<file path="config.mk">
export PLATFORM = sky130hd
export DESIGN_NAME = dshot_erpm_telemetry_decoder_top
export DESIGN_NICKNAME = d
export VERILOG_FILES = /design/src/design/dshot_pkg.sv /design/src/design/dshot_erpm_telemetry_decoder_top.sv
export SDC_FILE = /design/constraint.sdc
export NUM_CORES = 2
export LEC_CHECK = 0
export ABC_CLOCK_PERIOD_IN_PS = 3400
export BUFFER_PORTS_ARGS = -buffer_cell sky130_fd_sc_hd__buf_2
export CAP_MARGIN = 25
export CORE_ASPECT_RATIO = 1.75
export CORE_MARGIN = 10
export CORE_UTILIZATION = 62
export DETAILED_ROUTE_END_ITERATION = 8
export GPL_ROUTABILITY_DRIVEN = 0
export GPL_TIMING_DRIVEN = 0
export PLACE_DENSITY_LB_ADDON = 0.2
export SYNTH_ARGS = -nofsm -noshare
export SYNTH_HDL_FRONTEND = slang
export SYNTH_SLANG_ARGS = --single-unit
</file>
<file path="constraint.sdc">
create_clock -name clk -period 3.4 [get_ports clk]
set_clock_uncertainty 0.1 [all_clocks]
set_input_delay 0.34 -clock clk [delete_from_list [all_inputs] [get_ports clk]]
set_output_delay 0.34 -clock clk [all_outputs]
set_load 0.02 [all_outputs]
</file>
<file path="src/design/dshot_pkg.sv">
package dshot_pkg;

	// Result status codes
	localparam logic [1:0] ST_OK   = 2'd0;
	localparam logic [1:0] ST_BAD  = 2'd1;
	localparam logic [1:0] ST_STOP = 2'd2;
	localparam logic [1:0] ST_ZERO = 2'd3;

	localparam int FRAME_W  = 21;
	localparam int RPM_W    = 26;
	localparam int PERIOD_W = 16;
	localparam int PP_W     = 7;

	localparam logic [RPM_W-1:0]    ERPM_NUM   = 26'd60000000;
	localparam logic [RPM_W-1:0]    ERPM_OFS   = 26'd50;
	localparam logic [RPM_W-1:0]    RPM_ZERO   = 26'd1500;
	localparam logic [PP_W-1:0]     PP_RESET   = 7'd7;
	localparam logic [11:0]         VAL_STOP   = 12'hFFF;
	localparam logic [PERIOD_W-1:0] PERIOD_STOP = 16'd65408;

	// Pipeline depth: decode, 26 quotient bits, offset add, 26 quotient bits, output
	localparam int LATENCY = 55;

	// Side-band data that travels with each item through the dividers
	typedef struct packed {
		logic [1:0]          status;
		logic [PERIOD_W-1:0] period;
		logic [PP_W-1:0]     pp;
	} dshot_side_t;

	// GCR 5b/4b decode: bit 4 set marks an illegal code
	function automatic logic [4:0] gcr_decode(input logic [4:0] code);
		logic [4:0] r;
		unique case (code)
			5'h09: r = 5'h09;
			5'h0A: r = 5'h0A;
			5'h0B: r = 5'h0B;
			5'h0D: r = 5'h0D;
			5'h0E: r = 5'h0E;
			5'h0F: r = 5'h0F;
			5'h12: r = 5'h02;
			5'h13: r = 5'h03;
			5'h15: r = 5'h05;
			5'h16: r = 5'h06;
			5'h17: r = 5'h07;
			5'h19: r = 5'h00;
			5'h1A: r = 5'h08;
			5'h1B: r = 5'h01;
			5'h1D: r = 5'h04;
			5'h1E: r = 5'h0C;
			default: r = 5'h10;
		endcase
		return r;
	endfunction

endpackage

</file>
<file path="src/design/dshot_erpm_telemetry_decoder_top.sv">
// Frames on start pass decode, divider one, offset add and divider two to done.
// Throughput: one frame per cycle; busy stays low, the pipeline never stalls.
// The depth is set by two restoring dividers that resolve one quotient bit a stage.
// Results leave on a one-cycle done strobe; the receiver cannot stall.
// Reset clears all stage valid bits and loads pole_pairs with 7.
module dshot_erpm_telemetry_decoder_top (
	input  logic                              clk,
	input  logic                              arst_n,
	input  logic                              start,
	output logic                              busy,
	input  logic [dshot_pkg::FRAME_W-1:0]     raw_frame,
	input  logic                              cfg_wr_en,
	input  logic [dshot_pkg::PP_W-1:0]        cfg_wr_data,
	output logic                              done,
	output logic [1:0]                        status,
	output logic [dshot_pkg::RPM_W-1:0]       rpm,
	output logic [dshot_pkg::PERIOD_W-1:0]    period_value
);
	import dshot_pkg::*;

	localparam int NB = RPM_W;

	logic [PP_W-1:0] pole_pairs_q;

	// Stage arrays: index 0 is the entry register of each divider
	logic              d1_vld_s  [0:NB];
	logic [NB-1:0]     d1_num_s  [0:NB];
	logic [PERIOD_W-1:0] d1_rem_s [0:NB];
	dshot_side_t       d1_side_s [0:NB];

	logic              d2_vld_s  [0:NB];
	logic [NB-1:0]     d2_num_s  [0:NB];
	logic [PP_W-1:0]   d2_rem_s  [0:NB];
	dshot_side_t       d2_side_s [0:NB];

	logic [19:0]        gcr;
	logic [15:0]        word;
	logic               bad;
	logic [3:0]         csum;
	logic [11:0]        val;
	logic [PERIOD_W-1:0] period;
	dshot_side_t        side_in;

	assign busy = 1'b0;

	// Hold the pole-pair register
	always_ff @(posedge clk or negedge arst_n) begin
		if (!arst_n) begin
			pole_pairs_q <= PP_RESET;
		end else if (cfg_wr_en) begin
			pole_pairs_q <= cfg_wr_data;
		end
	end

	// Undo transition coding, decode GCR groups, check sum, expand period
	always_comb begin
		logic [4:0] dec;
		gcr  = 20'((raw_frame >> 1) ^ raw_frame);
		word = '0;
		bad  = 1'b0;
		for (int k = 0; k < 4; k++) begin
			dec = gcr_decode(gcr[5*k +: 5]);
			bad = bad | dec[4];
			word[4*k +: 4] = dec[3:0];
		end
		csum = word[15:12] ^ word[11:8] ^ word[7:4] ^ word[3:0];
		if (csum != 4'hF) begin
			bad = 1'b1;
		end
		val    = word[15:4];
		period = PERIOD_W'({7'd0, val[8:0]} << val[11:9]);
		side_in.period = period;
		side_in.pp     = (pole_pairs_q == '0) ? PP_W'(1) : pole_pairs_q;
		if (bad) begin
			side_in.status = ST_BAD;
		end else if (val == VAL_STOP) begin
			side_in.status = ST_STOP;
		end else if (val[8:0] == 9'd0) begin
			side_in.status = ST_ZERO;
		end else begin
			side_in.status = ST_OK;
		end
	end

	// Load the first divider
	always_ff @(posedge clk or negedge arst_n) begin
		if (!arst_n) begin
			d1_vld_s[0] <= 1'b0;
		end else begin
			d1_vld_s[0] <= start;
		end
	end

	always_ff @(posedge clk) begin
		d1_num_s[0]  <= ERPM_NUM;
		d1_rem_s[0]  <= '0;
		d1_side_s[0] <= side_in;
	end

	// First divider: 60000000 / period, one quotient bit a stage
	for (genvar i = 0; i < NB; i++) begin : g_div1
		logic [PERIOD_W:0] trial;
		logic [PERIOD_W:0] diff;
		logic              ge;

		always_comb begin
			trial = {d1_rem_s[i], d1_num_s[i][NB-1]};
			diff  = trial - {1'b0, d1_side_s[i].period};
			ge    = (trial >= {1'b0, d1_side_s[i].period});
		end

		always_ff @(posedge clk or negedge arst_n) begin
			if (!arst_n) begin
				d1_vld_s[i+1] <= 1'b0;
			end else begin
				d1_vld_s[i+1] <= d1_vld_s[i];
			end
		end

		always_ff @(posedge clk) begin
			d1_rem_s[i+1]  <= ge ? diff[PERIOD_W-1:0] : trial[PERIOD_W-1:0];
			d1_num_s[i+1]  <= {d1_num_s[i][NB-2:0], ge};
			d1_side_s[i+1] <= d1_side_s[i];
		end
	end

	// Add the offset and load the second divider
	always_ff @(posedge clk or negedge arst_n) begin
		if (!arst_n) begin
			d2_vld_s[0] <= 1'b0;
		end else begin
			d2_vld_s[0] <= d1_vld_s[NB];
		end
	end

	always_ff @(posedge clk) begin
		d2_num_s[0]  <= d1_num_s[NB] + ERPM_OFS;
		d2_rem_s[0]  <= '0;
		d2_side_s[0] <= d1_side_s[NB];
	end

	// Second divider: electrical rpm / pole pairs
	for (genvar i = 0; i < NB; i++) begin : g_div2
		logic [PP_W:0] trial;
		logic [PP_W:0] diff;
		logic          ge;

		always_comb begin
			trial = {d2_rem_s[i], d2_num_s[i][NB-1]};
			diff  = trial - {1'b0, d2_side_s[i].pp};
			ge    = (trial >= {1'b0, d2_side_s[i].pp});
		end

		always_ff @(posedge clk or negedge arst_n) begin
			if (!arst_n) begin
				d2_vld_s[i+1] <= 1'b0;
			end else begin
				d2_vld_s[i+1] <= d2_vld_s[i];
			end
		end

		always_ff @(posedge clk) begin
			d2_rem_s[i+1]  <= ge ? diff[PP_W-1:0] : trial[PP_W-1:0];
			d2_num_s[i+1]  <= {d2_num_s[i][NB-2:0], ge};
			d2_side_s[i+1] <= d2_side_s[i];
		end
	end

	// Select the result fields by status and register them
	always_ff @(posedge clk or negedge arst_n) begin
		if (!arst_n) begin
			done <= 1'b0;
		end else begin
			done <= d2_vld_s[NB];
		end
	end

	always_ff @(posedge clk) begin
		status <= d2_side_s[NB].status;
		case (d2_side_s[NB].status)
			ST_OK: begin
				rpm          <= d2_num_s[NB];
				period_value <= d2_side_s[NB].period;
			end
			ST_STOP: begin
				rpm          <= '0;
				period_value <= d2_side_s[NB].period;
			end
			ST_ZERO: begin
				rpm          <= RPM_ZERO;
				period_value <= '0;
			end
			default: begin
				rpm          <= '0;
				period_value <= '0;
			end
		endcase
	end

endmodule

</file>
* Yosys cells after proc, flatten, opt, wreduce, memory -nomap -nowiden
Memory sizes are Yosys's and may differ from the RTL's.
Cells that the tools add are included.
** Word-level totals
- Flip-flop bits (word level) :: 106
- Bits in writable memories :: 3375
- Memory bits (read-only) :: 640
- Input bits :: 32
- Logic and storage cells :: 248
- Memories :: 10
** Cells by class
- Add/subtract/negate cells :: 53
- Order comparisons :: 52
- Equality and inequality tests :: 4
- Shifts and indexed selects :: 1
- Multiplexer cells :: 58
- Bitwise operators :: 7
- Reductions and logical operators :: 4
** Memories
- d1_num_s :: depth 27, bits a word 26, rd ports 27, clocked after memory_dff 0, wr ports 27, line dshot_erpm_telemetry_decoder_top.sv:27 : logic [NB-1:0] d1_num_s [0:NB];
- d2_num_s :: depth 27, bits a word 26, rd ports 27, clocked after memory_dff 0, wr ports 27, line dshot_erpm_telemetry_decoder_top.sv:32 : logic [NB-1:0] d2_num_s [0:NB];
- d1_side_s :: depth 27, bits a word 25, rd ports 27, clocked after memory_dff 0, wr ports 27, line dshot_erpm_telemetry_decoder_top.sv:29 : dshot_side_t d1_side_s [0:NB];
- d2_side_s :: depth 27, bits a word 25, rd ports 27, clocked after memory_dff 0, wr ports 27, line dshot_erpm_telemetry_decoder_top.sv:34 : dshot_side_t d2_side_s [0:NB];
- d1_rem_s :: depth 27, bits a word 16, rd ports 26, clocked after memory_dff 0, wr ports 27, line dshot_erpm_telemetry_decoder_top.sv:28 : logic [PERIOD_W-1:0] d1_rem_s [0:NB];
- d2_rem_s :: depth 27, bits a word 7, rd ports 26, clocked after memory_dff 0, wr ports 27, line dshot_erpm_telemetry_decoder_top.sv:33 : logic [PP_W-1:0] d2_rem_s [0:NB];
- 4 more memories
** Operators with widths (count)
- $ge A17 B16 Y1 :: 26
- $mux W16 :: 26
- $sub A16 B16 Y16 :: 26
- $ge A8 B7 Y1 :: 26
- $mux W7 :: 27
- $sub A7 B7 Y7 :: 26
- $pmux W26 S2 :: 1
- $add A26 B6 Y26 const B :: 1
- $xor A20 B20 Y20 :: 1
- $shl A9 B3 Y16 :: 1
- $eq A12 B12 Y1 const B :: 1
- $xor A4 B4 Y4 :: 3
- $logic_not A9 Y1 :: 1
- $logic_not A7 Y1 :: 1
- $mux W2 :: 3
- $eq A2 B2 Y1 const B :: 2
- $ne A4 B4 Y1 const B :: 1
- $or A1 B1 Y1 :: 3
- $logic_not A2 Y1 :: 1
- $reduce_or A2 Y1 :: 1
- $mux W1 :: 1

* Depth between registers and ports, before layout
An unclocked memory read counts as a cell.
- Depth after elaboration :: 8
- Gate-level depth with buffers :: 13

* Worst setup path after synthesis
Ideal clock, no wire load.
- Path type :: input port to flip-flop
- From :: input port raw_frame[7] in the netlist's numbering
- To :: memory d1_side_s[0][24] in the netlist's numbering
- Setup time :: 0.070 ns
- Data arrival time :: 2.886 ns
- Data required time :: 3.230 ns
- Slack :: 0.344 ns
- Stages :: 11
- Buffers on the path :: 1
- Path through :: buf_2 > xor2_1 > inv_1 > ha_1 > o211ai_1 > o31ai_1 > or4_1 > a2111o_1 > or3_1 > nor4_1 > a21boi_1
** RTL lines
- start, declared :: line dshot_erpm_telemetry_decoder_top.sv:11 : input logic [dshot_pkg::FRAME_W-1:0] raw_frame,
- end, declared :: line dshot_erpm_telemetry_decoder_top.sv:29

==> impl_metrics.tcl <==
set metrics [dict create \
    grt_pass1_vias 59770 \
    start_kind "flop" \
    peakVddDrop_mv 0.7166 \
    wl_mm 179.2 \
    track_usage 0.2030 \
    avgSynthCellArea_um2 11.94 \
    ys.flop_type "dfxtp_1" \
    hp-class "input pin to flop" \
    grt_overflow 0 \
    clock-sinks 3077 \
    grt_start_max_net_pins 39 \
    vias 56600 \
    root_buffer "clkbuf_16" \
    relSlewSlack 0.3415 \
    clock_latency_ps 880 \
    internal-power_mw 81.20 \
    slowest_stage "a311oi_1" \
    fp.dieH_um 542.7 \
    period_share 0.9690 \
    drive_gt1_frac 0.1099 \
    htreeDepth 4 \
    cts.reportedPaths.clkPinSlew_ps 70 \
    ant_nets 0 \
    drtPass1Iterations 7 \
    crit_required_ps 4050 \
    setup_viol 0 \
    clockPowerShare 0.242 \
    clock.fmax_ghz 0.3035 \
    antenna_found_initial 1 \
    dp_hpwl_mm 129.0 \
    coreArea_um2 155100 \
    post_drt_via_cell_ratio 5.291 \
    synth_cell_type_count 99 \
    cp_max_fo 10 \
    status "finished clean" \
    worstPathArrival_ps 3950 \
    top_level_ports 78 \
    slowest_delay_ps 500 \
    powerDensity_nw_per_um2 1107 \
    fin_crit_ps 3295 \
    clock_path_buffers 4 \
    p_switching_mw 39.11 \
    avgRoutedWirePerCell_um 16.75 \
    drv_slew 0 \
    drv_cap 0 \
    power.total_mw 120.3 \
    num_rows 191 \
    grt_first_pass_wirelength_mm 287.2 \
    fp.dieW_um 318.7 \
    cts_buffers 244 \
    synth_warnings 0 \
    worstMarginPinSlew_ps 985.6 \
    netlist_area_um2 96800 \
    synth-edff-count 0 \
    endpoint_kind "flop" \
    initial_core_util 0.6241 \
    worstPathCellList "inv_1, ha_1, a21oi_1, nor3_1, a311oi_1, o21ai_0, a211oi_4, buf_4, mux2_2" \
    fp.dieArea_um2 173000 \
    synth_async_sr_flop_share 0.02015 \
    p_leak_nw 46.54 \
    rrSetupSlack_ps 110 \
    utilization 0.7010 \
    synth.largest_area_cell "dfxtp_1" \
    drt_iter0_drc 2623 \
    seqPwrFrac 0.416 \
    syn2layout_area_growth_pct 12.32 \
    hold_viol 0 \
    yosysSeqAreaShare 0.6396 \
    synth-seq-cells 3077 \
    post-route-drc-count 0 \
    p_comb_frac 0.342 \
    syn_inst 8108 \
    numPortBuffers 73 \
    cts_tree "built" \
    netlist_top_cells_area "dfxtp_1 62%, ha_1 7.5%, mux2_2 3.6%, inv_1 3.2%, xnor2_1 2.1%" \
    crit_type "flop to flop" \
    final_nets 9134 \
    switching_share 0.3251 \
    post-synth-top-area-fraction 0.6235 \
]
[registers in the layout (all words and copies together), names as in the netlist]
register / count
d1_num_s: 351
period_value: 16
status: 2
d2_num_s: 702
pole_pairs_q: 7
d2_rem_s: 175
d1_vld_s: 27
rpm: 26
done: 1
d1_side_s: 675
d2_vld_s: 27
d1_rem_s: 400
d2_side_s: 668
[metrics by stage]
step           setup TNS [ps]  area (µm²)  hold slack, ps  setup slack, ps  instances
3_5_place_dp           -13680       99750           212.1           -485.0      10220
6_report                    0      108700           67.14            105.3      10700
4_1_cts                     0      108500           28.83            4.401      10680
3_3_place_gp            -9862       99730           209.5           -451.8      10210
2_1_floorplan               0       96830          -55.59            343.8       8115
5_1_grt               -0.8220      108700           106.7          -0.8220      10700
[worst paths after layout]
path	from	end	depth (start not counted)
max reg2reg	d1_side_s[1][140]$_DFF_P_	d1_rem_s[1][110]$_DFF_P_	9
min reg2reg	d2_num_s[0][326]$_DFF_P_	d2_num_s[0][353]$_DFF_P_	0
min in group asynchronous	arst_n	pole_pairs_q[4]$_DFFE_PN0P_	4
max in group asynchronous	arst_n	d2_vld_s[13]$_DFF_PN0_	5
max	d1_side_s[1][140]$_DFF_P_	d1_rem_s[1][110]$_DFF_P_	9
min	raw_frame[12]	d1_side_s[0][23]$_SDFF_PP1_	5
[cell families after synthesis]
logic type / synth area share
flip-flops: 0.6396
AND/OR/NAND/NOR: 0.06883
AO/OA/AOI/OAI: 0.08916
buffers and inverters: 0.03635
adder cells (fa/ha/maj): 0.08503
multiplexers: 0.04755
XOR/XNOR: 0.03344
other: 0.00003874
[metal layers]
metal	GRT usage	up-vias	wire length [µm]	share of wire
met4	0.1573	0	15170	0.085
met5	0	-	0	0
met3	0.03114	716	5799	0.032
met2	0.4140	1249	100900	0.56
li1	-	27870	-	-
met1	0.1685	26770	57350	0.32
[layout make-up]
type                       count  area, µm²
fill                       10710      46370
inverter                     825       3097
antenna                        2      5.005
tap                         2026       2535
timing repair buffer         114      754.5
buffer                        89      444.2
clock inverter               138       1740
clock buffer                 305       6705
multi-input combinational   4122      31530
sequential                  3077      61920
[worst max-delay path, delay by kind of cell (launching register included)]
| kind | cells | cell delay [ps] |
|---|---|---|
| fa+ha+maj | 1 | 310 |
| mux | 1 | 400 |
| buf+inv | 2 | 320 |
| simple gates | 1 | 130 |
| compound gates | 4 | 1570 |
| flops | 1 | 330 |
[cell usage in the layout, fill, tap and decap left out, types with 66 or more instances in the layout]
cell,Yosys,final
nand3_1,80,80
nand2_1,294,294
nand2b_1,79,79
clkbuf_16,0,244
dfxtp_1,3015,3013
a21boi_0,68,66
inv_1,824,824
xor2_1,139,139
a21o_1,125,125
mux2i_1,95,95
nor2b_1,144,144
buf_2,22,94
nor2_1,440,440
mux2_2,313,313
o21ai_0,355,350
a21oi_1,338,336
xnor2_1,228,228
ha_1,581,581
nand4_1,85,85
[timing repair]
item | CTS | global route
endpoints found under the hold margin | 72 | 0
setup endpoints to repair | 82 | 120
pin swaps | 1 | 5
buffers inserted | 1 | 14
hold buffers | 22 | 0
gates resized for setup | 21 | 42
[cells in the mapped netlist, drive strengths merged, types with 36 or more instances]
cell,number
dfxtp,3015
inv,824
ha,581
nor2,440
o21ai,359
a21oi,339
mux2,320
nand2,294
xnor2,228
nor2b,144
xor2,139
a21o,126
mux2i,95
nand4,85
nand3,80
nand2b,79
a21boi,69
dfrtp,59
clkbuf,57
nor3,57
o21a,53
fa,48
o31ai,40
and2,37
a211oi,36
[power groups by stage]
stage               registers, mW  logic [mW]  clock network, mW
floorplan                    49.0        30.9                  0
global placement             50.4        38.6                  0
detailed placement           50.7        40.0                  0
CTS                          50.1        40.6               29.8
global route                 50.9        45.2               31.2
finish                       50.0        41.1               29.2
Note: power is estimated with default switching activity, not from simulation.
